File: src/hdl/thx_pkg.sv
// Shared types, constants and the threshold function of the halftone expander.
// No dependencies; imported by every module of the block.
package thx_pkg;

  localparam int PIX_W          = 8;
  localparam int DIM_W          = 13;
  localparam int CNT_W          = 12;
  localparam int COORD_W        = 16;
  localparam int PAT_W          = 16;
  localparam int CELL_W         = 8;
  localparam int CFG_IDX_W      = 2;
  localparam int MAX_DIM        = 4096;
  localparam int BLOCK_SIZE_DEF = 16;

  // Configuration register indexes
  localparam logic [CFG_IDX_W-1:0] REG_IMAGE_WIDTH  = CFG_IDX_W'(0);
  localparam logic [CFG_IDX_W-1:0] REG_IMAGE_HEIGHT = CFG_IDX_W'(1);

  // Destination of one block: base row and leftmost column
  typedef struct packed {
    logic [COORD_W-1:0] row_base;
    logic [COORD_W-1:0] col;
  } pos_t;

  // Each base-4 digit d of the cell index maps to (4 - d) mod 4
  function automatic logic [CELL_W-1:0] cell_threshold(input logic [CELL_W-1:0] k);
    logic [CELL_W-1:0] t;
    t = '0;
    for (int j = 0; j < CELL_W / 2; j++) begin
      t[2*j +: 2] = 2'(2'd0 - k[2*j +: 2]);
    end
    return t;
  endfunction

endpackage

File: src/hdl/thx_position.sv
// Geometry registers and source raster counters of the halftone expander.
// Depends on thx_pkg.
module thx_position import thx_pkg::*; #(
  parameter int BLOCK_SIZE = BLOCK_SIZE_DEF
) (
  input  logic                 clk,
  input  logic                 rst,
  input  logic                 cfg_we,
  input  logic [CFG_IDX_W-1:0] cfg_index,
  input  logic [DIM_W-1:0]     cfg_data,
  input  logic                 advance,
  output pos_t                 pos
);

  logic [DIM_W-1:0] image_width;
  logic [DIM_W-1:0] image_height;
  logic [CNT_W-1:0] column_count;
  logic [CNT_W-1:0] row_count;
  logic [DIM_W-1:0] width_eff;
  logic [DIM_W-1:0] height_eff;
  logic             row_end;
  logic             image_end;

  always_ff @(posedge clk) begin
    if (rst) begin
      image_width  <= DIM_W'(1);
      image_height <= DIM_W'(1);
    end else if (cfg_we) begin
      unique case (cfg_index)
        REG_IMAGE_WIDTH:  image_width  <= cfg_data;
        REG_IMAGE_HEIGHT: image_height <= cfg_data;
        default: ;
      endcase
    end
  end

  // Clamp geometry to 1..MAX_DIM
  always_comb begin
    if (image_width == '0)                    width_eff = DIM_W'(1);
    else if (image_width > DIM_W'(MAX_DIM))   width_eff = DIM_W'(MAX_DIM);
    else                                      width_eff = image_width;
    if (image_height == '0)                   height_eff = DIM_W'(1);
    else if (image_height > DIM_W'(MAX_DIM))  height_eff = DIM_W'(MAX_DIM);
    else                                      height_eff = image_height;
  end

  assign row_end   = ({1'b0, column_count} + DIM_W'(1)) >= width_eff;
  assign image_end = ({1'b0, row_count} + DIM_W'(1)) >= height_eff;

  always_ff @(posedge clk) begin
    if (rst) begin
      column_count <= '0;
      row_count    <= '0;
    end else if (advance) begin
      if (row_end) begin
        column_count <= '0;
        row_count    <= image_end ? '0 : row_count + CNT_W'(1);
      end else begin
        column_count <= column_count + CNT_W'(1);
      end
    end
  end

  assign pos.row_base = COORD_W'(row_count * BLOCK_SIZE);
  assign pos.col      = COORD_W'(column_count * BLOCK_SIZE);

endmodule

File: src/hdl/thx_pattern_row.sv
// One block row of threshold compares: bit c is white when pixel >= threshold.
// Depends on thx_pkg (cell_threshold).
module thx_pattern_row import thx_pkg::*; #(
  parameter int BLOCK_SIZE = BLOCK_SIZE_DEF,
  parameter int PHW        = $clog2(BLOCK_SIZE)
) (
  input  logic [PIX_W-1:0] pixel,
  input  logic [PHW-1:0]   row,
  output logic [PAT_W-1:0] pattern
);

  always_comb begin
    logic [CELL_W-1:0] k;
    pattern = '0;
    for (int c = 0; c < BLOCK_SIZE; c++) begin
      k = CELL_W'(int'(row) * BLOCK_SIZE + c);
      pattern[c] = pixel >= cell_threshold(k);
    end
  end

endmodule

File: src/hdl/threshold_halftone_expander_top.sv
// Top level of the threshold halftone expander: job register, row sequencer,
// output register. Depends on thx_pkg, thx_position, thx_pattern_row.
//
//  channel | dir | beat content
//  s_axis  | in  | tdata: grey_level
//  m_axis  | out | tdata: target_row, target_col, pattern; tlast: last block row
//  cfg     | in  | cfg_index, cfg_data (image_width, image_height)
//
// Each pixel yields BLOCK_SIZE row beats, one per cycle while m_tready does not stall;
// the row sequencer feeds them into the single output register.
// The next pixel is taken in the cycle its predecessor's last row moves into
// the output register.
// Reset (rst, synchronous) clears counters, geometry to 1x1, all valid flags.
// A stall on m_tready holds the output register and the sequencer.
module threshold_halftone_expander_top import thx_pkg::*; #(
  parameter int BLOCK_SIZE = BLOCK_SIZE_DEF
) (
  input  logic                 clk,
  input  logic                 rst,
  input  logic                 s_tvalid,
  output logic                 s_tready,
  input  logic [7:0]           s_tdata,   // [7:0] grey_level
  output logic                 m_tvalid,
  input  logic                 m_tready,
  output logic [47:0]          m_tdata,   // [15:0] target_row, [31:16] target_col, [47:32] pattern
  output logic                 m_tlast,
  input  logic                 cfg_valid,
  output logic                 cfg_ready,
  input  logic [CFG_IDX_W-1:0] cfg_index,
  input  logic [DIM_W-1:0]     cfg_data
);

  localparam int PHW = $clog2(BLOCK_SIZE);
  localparam logic [PHW-1:0] PH_LAST = PHW'(BLOCK_SIZE - 1);

  logic               in_accept;
  logic               advance;
  logic               job_done;
  logic               job_valid;
  logic [PIX_W-1:0]   job_pixel;
  pos_t               job_pos;
  pos_t               pos;
  logic [PHW-1:0]     phase;
  logic [PAT_W-1:0]   row_pattern;
  logic               out_valid;
  logic [COORD_W-1:0] out_row;
  logic [COORD_W-1:0] out_col;
  logic [PAT_W-1:0]   out_pattern;
  logic               out_last;

  assign cfg_ready = 1'b1;

  // Move a row into the output register when it is empty or draining
  assign advance   = job_valid && (!out_valid || m_tready);
  assign job_done  = advance && (phase == PH_LAST);
  assign s_tready  = !job_valid || job_done;
  assign in_accept = s_tvalid && s_tready;

  thx_position #(.BLOCK_SIZE(BLOCK_SIZE)) u_position (
    .clk       (clk),
    .rst       (rst),
    .cfg_we    (cfg_valid && cfg_ready),
    .cfg_index (cfg_index),
    .cfg_data  (cfg_data),
    .advance   (in_accept),
    .pos       (pos)
  );

  thx_pattern_row #(.BLOCK_SIZE(BLOCK_SIZE), .PHW(PHW)) u_pattern_row (
    .pixel   (job_pixel),
    .row     (phase),
    .pattern (row_pattern)
  );

  always_ff @(posedge clk) begin
    if (rst) begin
      job_valid <= 1'b0;
      phase     <= '0;
    end else begin
      if (in_accept)      job_valid <= 1'b1;
      else if (job_done)  job_valid <= 1'b0;
      if (job_done)       phase <= '0;
      else if (advance)   phase <= phase + PHW'(1);
    end
  end

  always_ff @(posedge clk) begin
    if (in_accept) begin
      job_pixel <= s_tdata[PIX_W-1:0];
      job_pos   <= pos;
    end
  end

  always_ff @(posedge clk) begin
    if (rst) begin
      out_valid <= 1'b0;
    end else if (advance) begin
      out_valid <= 1'b1;
    end else if (m_tready) begin
      out_valid <= 1'b0;
    end
  end

  always_ff @(posedge clk) begin
    if (advance) begin
      out_row     <= job_pos.row_base + COORD_W'(phase);
      out_col     <= job_pos.col;
      out_pattern <= row_pattern;
      out_last    <= phase == PH_LAST;
    end
  end

  assign m_tvalid = out_valid;
  assign m_tdata  = {out_pattern, out_col, out_row};
  assign m_tlast  = out_last;

  // A new pixel always starts at block row zero
  a_start_row: assert property (@(posedge clk) disable iff (rst)
    in_accept |=> job_valid && phase == '0)
    else $error("job did not start at row zero");

  // The last row loaded into the output register carries tlast
  a_last_row: assert property (@(posedge clk) disable iff (rst)
    job_done |=> m_tvalid && m_tlast)
    else $error("final block row without tlast");

  // Sequencer rests at row zero when idle
  a_idle_phase: assert property (@(posedge clk) disable iff (rst)
    !job_valid |-> phase == '0)
    else $error("row counter moved without a job");

  // A non-final row never carries tlast
  a_mid_row: assert property (@(posedge clk) disable iff (rst)
    (advance && phase != PH_LAST) |=> !m_tlast)
    else $error("tlast on an inner block row");

endmodule

File: config.mk
export PLATFORM = sky130hd
export DESIGN_NAME = threshold_halftone_expander_top
export DESIGN_NICKNAME = d
export VERILOG_FILES = /design/src/hdl/thx_pkg.sv /design/src/hdl/thx_position.sv /design/src/hdl/thx_pattern_row.sv /design/src/hdl/threshold_halftone_expander_top.sv
export SDC_FILE = /design/constraint.sdc
export NUM_CORES = 1
export LEC_CHECK = 0
export CAP_MARGIN = 20
export CORE_AREA = 4 4 109 111
export CTS_BUF_LIST = sky130_fd_sc_hd__clkbuf_2
export DETAILED_ROUTE_END_ITERATION = 16
export DIE_AREA = 0 0 113 115
export DONT_BUFFER_PORTS = 1
export HOLD_SLACK_MARGIN = 0.1
export PLACE_DENSITY = 0.79
export SLEW_MARGIN = 20
export SYNTH_ARGS = -nofsm -noshare
export SYNTH_HDL_FRONTEND = slang
export SYNTH_SLANG_ARGS = --single-unit
File: constraint.sdc
create_clock -name clk -period 4 [get_ports clk]
set_input_delay 0.8 -clock clk [delete_from_list [all_inputs] [get_ports clk]]
set_output_delay 0.8 -clock clk [all_outputs]
set_load 0.03 [all_outputs]
Yosys cells after proc, flatten, opt, wreduce, memory -nomap -nowiden
Index checks and enable logic that the tools add are counted.
Word-level totals
  register bits: 133
Cells by class
  add/subtract/negate cells: 83
  equality and inequality tests: 2
  magnitude comparators: 20
  multiplexer cells: 10
  reduce and logical (&&, ||, !) cells: 16
Operator list (number)
  >= comparator 8 bit: 16
  subtractor 1 x 2 -> 2 bit, first input constant: 62
  adder 8 x 4 -> 8 bit, second input constant: 8
  two-way mux 13 bit: 4
  adder 8 x 3 -> 8 bit, second input constant: 4
  adder 12 x 1 -> 13 bit, second input constant: 2
  >= comparator 13 bit: 2
  > comparator 13 bit, second input constant: 2
  zero test 13 bit: 2
  adder 12 x 1 -> 12 bit, second input constant: 2
  two-way mux 12 bit: 2
  adder 16 x 4 -> 16 bit: 1
  adder 8 x 2 -> 8 bit, second input constant: 2
  adder 8 x 1 -> 8 bit, second input constant: 1
  AND reduction 2 bit: 3
  adder 4 x 1 -> 4 bit, second input constant: 1
  equality test 4 bit, second input constant: 1
  two-way mux 1 bit: 4
  nonzero test 2 bit: 2
  logical AND 1 bit: 3
  equality test 2 x 1 -> 1 bit, second input constant: 1
  zero test 1 bit: 2
  zero test 2 bit: 1
  logical OR 1 bit: 2
  OR reduction 2 bit: 1

Logic depth before layout (Yosys ltp)
Gate-level depths: netlist (run 1).
  depth in word-level cells: 7
  gate-level depth with buffers: 13
  mapped depth without buffers: 13

Hierarchy
Synthesis (run 1) repeated with hierarchy kept, for this count alone.
Second synthesis, totals
  cells, all modules: 629
  area, all modules: 6801.5 µm²
Modules (own cells, without submodules)
  threshold_halftone_expander_top: area each 3319.4 µm², times used 1, cells an instance 168, seq. area each 2792.7 µm²
  thx_position: area each 3156.8 µm², times used 1, cells an instance 408, seq. area each 1001.0 µm²
  thx_pattern_row: area each 325.3 µm², times used 1, cells an instance 53, seq. area each 0.0 µm²

Least setup slack after synthesis (run 1)
No wires, ideal clock.
  kind: register -> register
  from: reg u_position.row_count[2]
  to: reg u_position.row_count[10]
  buffers on the path: 0
  period minus slack after synthesis: 2933 ps
  data required time: 3878 ps
  cell stages (with the launch flop): 12
  setup time: 122 ps
  arrival time: 2812 ps
  path slack: 1067 ps
  path through: dfxtp_1 -> and2_4 -> nand4_4 -> or3b_4 -> nor2_4 -> xor2_2 -> ha_1 -> and4_1 -> o211ai_1 -> o31ai_4 -> nor2_4 -> a221o_1
Between the ends
  longest elaborated chain between the ends: 3
  elaborated cells on any way between the ends: 4
Ends and longest elaborated chain
  start, declared: RTL line thx_position.sv:18  | logic [CNT_W-1:0] row_count;
  start signal, assigned: RTL line thx_position.sv:57  | row_count <= image_end ? '0 : row_count + CNT_W'(1);
  adder 12 x 1 -> 13 bit: RTL line thx_position.sv:48  | assign image_end = ({1'b0, row_count} + DIM_W'(1)) >= height_eff;
  >= comparator 13 bit: RTL line thx_position.sv:48
  two-way mux 12 bit (*): RTL line thx_position.sv:57
Mark *: on every way between the ends. The rest lies on a longest branch, timed or not.
A chain may end at the register's enable or synchronous reset.

Worst setup path in the final report (run 1)
  from: reg u_position.column_count[0]
  to: reg u_position.row_count[2]
Between the ends
  longest elaborated chain between the ends: 3
Ends and longest elaborated chain
  start, declared: RTL line thx_position.sv:17  | logic [CNT_W-1:0] column_count;
  start signal, assigned: RTL line thx_position.sv:59  | column_count <= column_count + CNT_W'(1);
  adder 12 x 1 -> 13 bit: RTL line thx_position.sv:47  | assign row_end = ({1'b0, column_count} + DIM_W'(1)) >= width_eff;
  >= comparator 13 bit: RTL line thx_position.sv:47
  AND reduction 2 bit (no line)
Every way passes these cells.

==> flow_summary.ini, run 1 <==
[floorplanning]
die_h_um = 115
start_util_pct = 54.8
rows = 38
io_pins = 80
die-area_mm2 = 0.0130
core_mm2 = 0.0108
die_width_um = 113

[min_path]
hp-class = in2reg
hp-start = rst

[global_route]
antenna_found_initial = 0
grt_max_degree = 42
grt_pass1_wl_um = 18900
grt_usage_pct = 18.5
grt_pass1_vias = 3898
grt_overflow = 0

[timing]
rsz0062_at_grt = no
tns_ps = 0
slew_headroom_pct = 46.5
fmax_ghz = 0.283
worst_pin_slew_ps = 802
fin_worst_skew_ps = 22.1
finalSetupViolCount = 0
fin_crit_ps = 3540
hold_violations = 0
maxSlewViolCount = 0
whs_ps = 193
layout_setup_ws_ps = 464
period_share_pct = 88.4

[cts]
cts_tree = yes
numCtsBuffers = 17
post_cts_resized = 0
cts_hold_buf = 0
h-tree-depth = 4
clock-root-buffer = clkbuf_2
path_clk_slew_ps = 190
insertion_delay_ps = 670
cts_setup_buffers = 0
cts.path.max_buffers = 2
cts_num_sinks = 133

[placed_design]
io_buffers = 0
placed_area_mm2 = 0.00601
gp_congestion = 0.840
pre_cts_ws_ps = 614
hpwl_um = 8160
dp.cells = 660

[critical_path]
cp.arrival_ps = 4160
cp.required_ps = 4620
critPathCaptureType = flip-flop
cp_max_fo = 13
rrSetupSlack_ps = 460
start_kind = flip-flop
crit_path_start = u_position.column_count[0]
timing.rr.start = u_position.column_count[0]
critical_path_class = reg2reg

[routing]
post-route-drc-count = 0
drt_iter0_drc = 307
dr.pass1.iters = 4
ant_nets = 0
wl_per_cell_um = 16.5
vias = 3945
avgViaCountPerCell = 5.64
wl_um = 11600

[layout]
final_cell_area_mm2 = 0.00640
fillCellCount = 880
finalNonFillerCells = 699
drive_above_1_share_pct = 10.2
final_util_pct = 59.3
final_nets = 609
syn2layout_area_growth_pct = 8.12
antenna_cells = 0

[logic_synthesis]
synth_cell_types = 64
yosys-top-cells-count = nand2_1, edfxtp_1, dfxtp_1, a21oi_1, ha_1
synth_edf_count = 77
netlist.area_leader.share_pct = 39.1
syn_area_mm2 = 0.00592
dominantRegCellSynth = edfxtp_1
syn_area_per_cell_um2 = 11.0
syn_inst = 536
yosysWarnings = 0
yosysMostFrequentCell = nand2_1
seq_area_frac_synth_pct = 58.0
netlist_top_cells_area = edfxtp_1, dfxtp_1, ha_1
synth_top_area_cell = edfxtp_1
ys_seq_elements = 133
synth-async-reset-ratio_pct = 0

[pwr]
pwr-share-clk_pct = 34.5
power.density_mw_per_mm2 = 429
share_comb_of_total_power_pct = 7.1
internal-power_mw = 2.05
seq_power_share_pct = 58.4
finalPower_mw = 2.74
power_switching_share_pct = 25.2
p_sw_mw = 0.692
irDropWorstVdd_mv = 0.217
leakage_nw = 2.36

[run]
drv_cap = 0

[run_status]
status = completed
==> final cells by class <==
class	instances	area (um2)	share of cell area, %
flip-flops and latches	133	3430	53.7
multi-input cells	371	2350	36.7
clock inverters	14	209	3.27
well taps	140	175	2.74
clock buffers	18	90.1	1.41
repair buffers	8	87.6	1.37
inverters	15	56.3	0.880
==> cells by family (layout without fill, tap and decap cells) <==
group	Yosys count	after routing	synth area share [%]
XOR/XNOR	17	17	2.64
adder cells (fa/ha/maj)	35	35	7.40
AND/OR/NAND/NOR	209	209	17.1
AO/OA/AOI/OAI	103	103	11.8
multiplexers	2	2	0.359
buffers and inverters	35	55	2.60
flip-flops	133	133	58.0
other	2	5	0.127
==> routing by layer <==
metal	global-route usage (%)	up-vias	part of all wire [%]
li1	-	1936	-
met1	22.6	1872	43
met2	30.5	122	49
met3	6.74	15	6.9
met4	6.33	0	1.4
met5	0	-	0
==> cell usage in the layout, fill, tap and decap left out, drive strengths merged, types with 7 or more instances in the layout <==
cell	n
a21oi	43
a22o	9
clkbuf	18
clkinv	8
dfxtp	56
edfxtp	77
ha	35
inv	15
nand2	115
nand3	13
nor2	30
nor3	8
nor4	7
o21ai	19
xnor2	12
==> worst max-delay path: stages, from the launching register on <==
cell       delay, ps
dfxtp_1          490
ha_1             250
inv_1             70
nor2_1           210
nand3_1          150
and2_1           200
or2_1            230
ha_1             330
and4_1           190
o211ai_1         110
nor2_1           150
a2111oi_4        760
o21bai_1         210
a22o_1           140
==> final timing paths <==
kind              cells past startpoint                    endpoint
setup / recovery                     13     u_position.row_count[2]
hold / removal                        1  u_position.column_count[7]
setup reg to reg                     13     u_position.row_count[2]
hold reg to reg                       0                  out_col[9]
==> sequential cells by signal (all words and copies together) (netlist names), 12 cells and up <==
name,count
job_pos,24
out_pattern,16
out_row,16
u_position.image_height,13
u_position.image_width,13
out_col,12
u_position.column_count,12
u_position.row_count,12
==> power groups by stage <==
stage	clock network [mW]	logic [mW]	registers (mW)
floorplan	0	0.155	1.62
global placement	0	0.171	1.63
detailed placement	0	0.179	1.63
CTS	0.971	0.182	1.60
global route	1.04	0.218	1.61
finish	0.948	0.194	1.60
No activity file was read; power rests on OpenSTA's default activity.
==> inputs of run 2 (changes only) <==
--- a/config.mk
+++ b/config.mk
@@ -6,13 +6,15 @@
 export NUM_CORES = 1
 export LEC_CHECK = 0
 export CAP_MARGIN = 20
-export CORE_AREA = 4 4 109 111
+export CELL_PAD_IN_SITES_DETAIL_PLACEMENT = 0
+export CELL_PAD_IN_SITES_GLOBAL_PLACEMENT = 1
+export CORE_AREA = 4 4 112 114
 export CTS_BUF_LIST = sky130_fd_sc_hd__clkbuf_2
 export DETAILED_ROUTE_END_ITERATION = 16
-export DIE_AREA = 0 0 113 115
+export DIE_AREA = 0 0 116 118
 export DONT_BUFFER_PORTS = 1
 export HOLD_SLACK_MARGIN = 0.1
-export PLACE_DENSITY = 0.79
+export PLACE_DENSITY = 0.91
 export SLEW_MARGIN = 20
 export SYNTH_ARGS = -nofsm -noshare
 export SYNTH_HDL_FRONTEND = slang
==> flow_summary.ini, run 2 (synthesis results as in run 1) <==
[layout]
top_regs = job_pos: 24 flops, out_pattern: 16 flops, out_row: 16 flops
final_cell_mix = nand2_1, edfxtp_1, dfxtp_1, a21oi_1, ha_1
final_util_pct = 55.8
largest_reg_flops = 24
syn2layout_area_growth_pct = 7.74
antenna_cells = 0
regMostFlops = job_pos
final_cell_area_mm2 = 0.00638
final_nets = 609
final_common_cell = nand2_1
finalNonFillerCells = 702
drive_above_1_share_pct = 9.66

[floorplanning]
die_width_um = 116
core_mm2 = 0.0114
io_pins = 80
die-area_mm2 = 0.0137
start_util_pct = 51.8
rows = 39
die_h_um = 118

[pwr]
irDropWorstVdd_mv = 0.211
finalPower_mw = 2.69
seq_power_share_pct = 59.6
power_switching_share_pct = 26.0
share_comb_of_total_power_pct = 7.2
internal-power_mw = 1.99
leakage_nw = 2.34
power.density_mw_per_mm2 = 421
pwr-share-clk_pct = 33.1
p_sw_mw = 0.698

[timing]
period_share_pct = 87.9
slew_headroom_pct = 43.6
tns_ps = 0
maxSlewViolCount = 0
fin_crit_ps = 3510
fin_worst_skew_ps = 32.1
fmax_ghz = 0.285
worst_pin_slew_ps = 845
rsz0062_at_grt = no
finalSetupViolCount = 0
layout_setup_ws_ps = 486
whs_ps = 217
hold_violations = 0

[critical_path]
timing.rr.start = u_position.column_count[0]
rrSetupSlack_ps = 490
cp.arrival_ps = 4130
critical_path_class = reg2reg
crit_path_start = u_position.column_count[0]
cp.required_ps = 4620
critPathCaptureType = flip-flop
cp_max_fo = 13
start_kind = flip-flop

[cts]
cts.path.max_buffers = 2
h-tree-depth = 4
insertion_delay_ps = 670
path_clk_slew_ps = 190
numCtsBuffers = 17
cts_setup_buffers = 0
clock-root-buffer = clkbuf_2
cts_num_sinks = 133
cts_tree = yes

[global_route]
grt_max_degree = 42
grt_pass1_wl_um = 18800
antenna_found_initial = 0
grt_pass1_vias = 3786
grt_usage_pct = 17.3
grt_overflow = 0

[placed_design]
io_buffers = 0
gp_congestion = 0.813
dp.cells = 663
hpwl_um = 8140
placed_area_mm2 = 0.00602
pre_cts_ws_ps = 534

[run]
drv_cap = 0

[routing]
post-route-drc-count = 0
wl_um = 11500
vias = 3894
wl_per_cell_um = 16.4
avgViaCountPerCell = 5.55
drt_iter0_drc = 369
dr.pass1.iters = 5
ant_nets = 0

[min_path]
hp-class = in2reg
hp-start = s_tdata[5]

[run_status]
status = completed
-- run 2: cell count changes in the layout (fill, tap and decap cells not counted) --
cell,change
clkinvlp_4,+1
inv_6,+1
clkinv_2,-3
clkinv_1,+3
bufinv_16,-1
clkinv_4,-1
-- run 2: final timing paths --
kind,endpoint,depth (start not counted)
min,job_pixel[5],0
min reg2reg,out_row[15],0
max reg2reg,u_position.row_count[2],13
max,u_position.row_count[2],13
-- run 2: power by group through the flow --
stage	combinational [mW]	clock [mW]	sequential, mW
floorplan	0.155	0	1.62
global placement	0.173	0	1.63
detailed placement	0.182	0	1.63
CTS	0.183	0.912	1.60
global route	0.219	0.980	1.61
finish	0.194	0.890	1.60
-- run 2: repair_timing --
action / in CTS / in global routing
endpoints found under the hold margin: 0 / 38
hold buffers: 0 / 7
gates resized for setup: 0 / 0
-- run 2: area by class of cell --
class,instances,area (um2)
clock buffer,18,90.1
inverter,15,56.3
fill,993,5040
timing repair buffer,8,87.6
multi-input combinational,371,2350
tap,143,179
clock inverter,14,183
sequential,133,3430
-- run 2: critical path: stages (launching register included) --
cell and delay (ps):
dfxtp_1 480, ha_1 240, inv_1 70, nor2_1 190, nand3_1 140, and2_1 190
or2_1 230, ha_1 310, and4_1 180, o211ai_1 120, nor2_1 160, a2111oi_4 810
o21bai_1 210, a22o_1 130
-- run 2: metal layers --
metal / GRT usage (%) / wire length, um / up-vias
met2: 26.1 / 5220 / 125
li1: - / - / 1936
met3: 6.53 / 709 / 20
met1: 22.6 / 5340 / 1813
met5: 0 / 0 / -
met4: 6.24 / 234 / 0
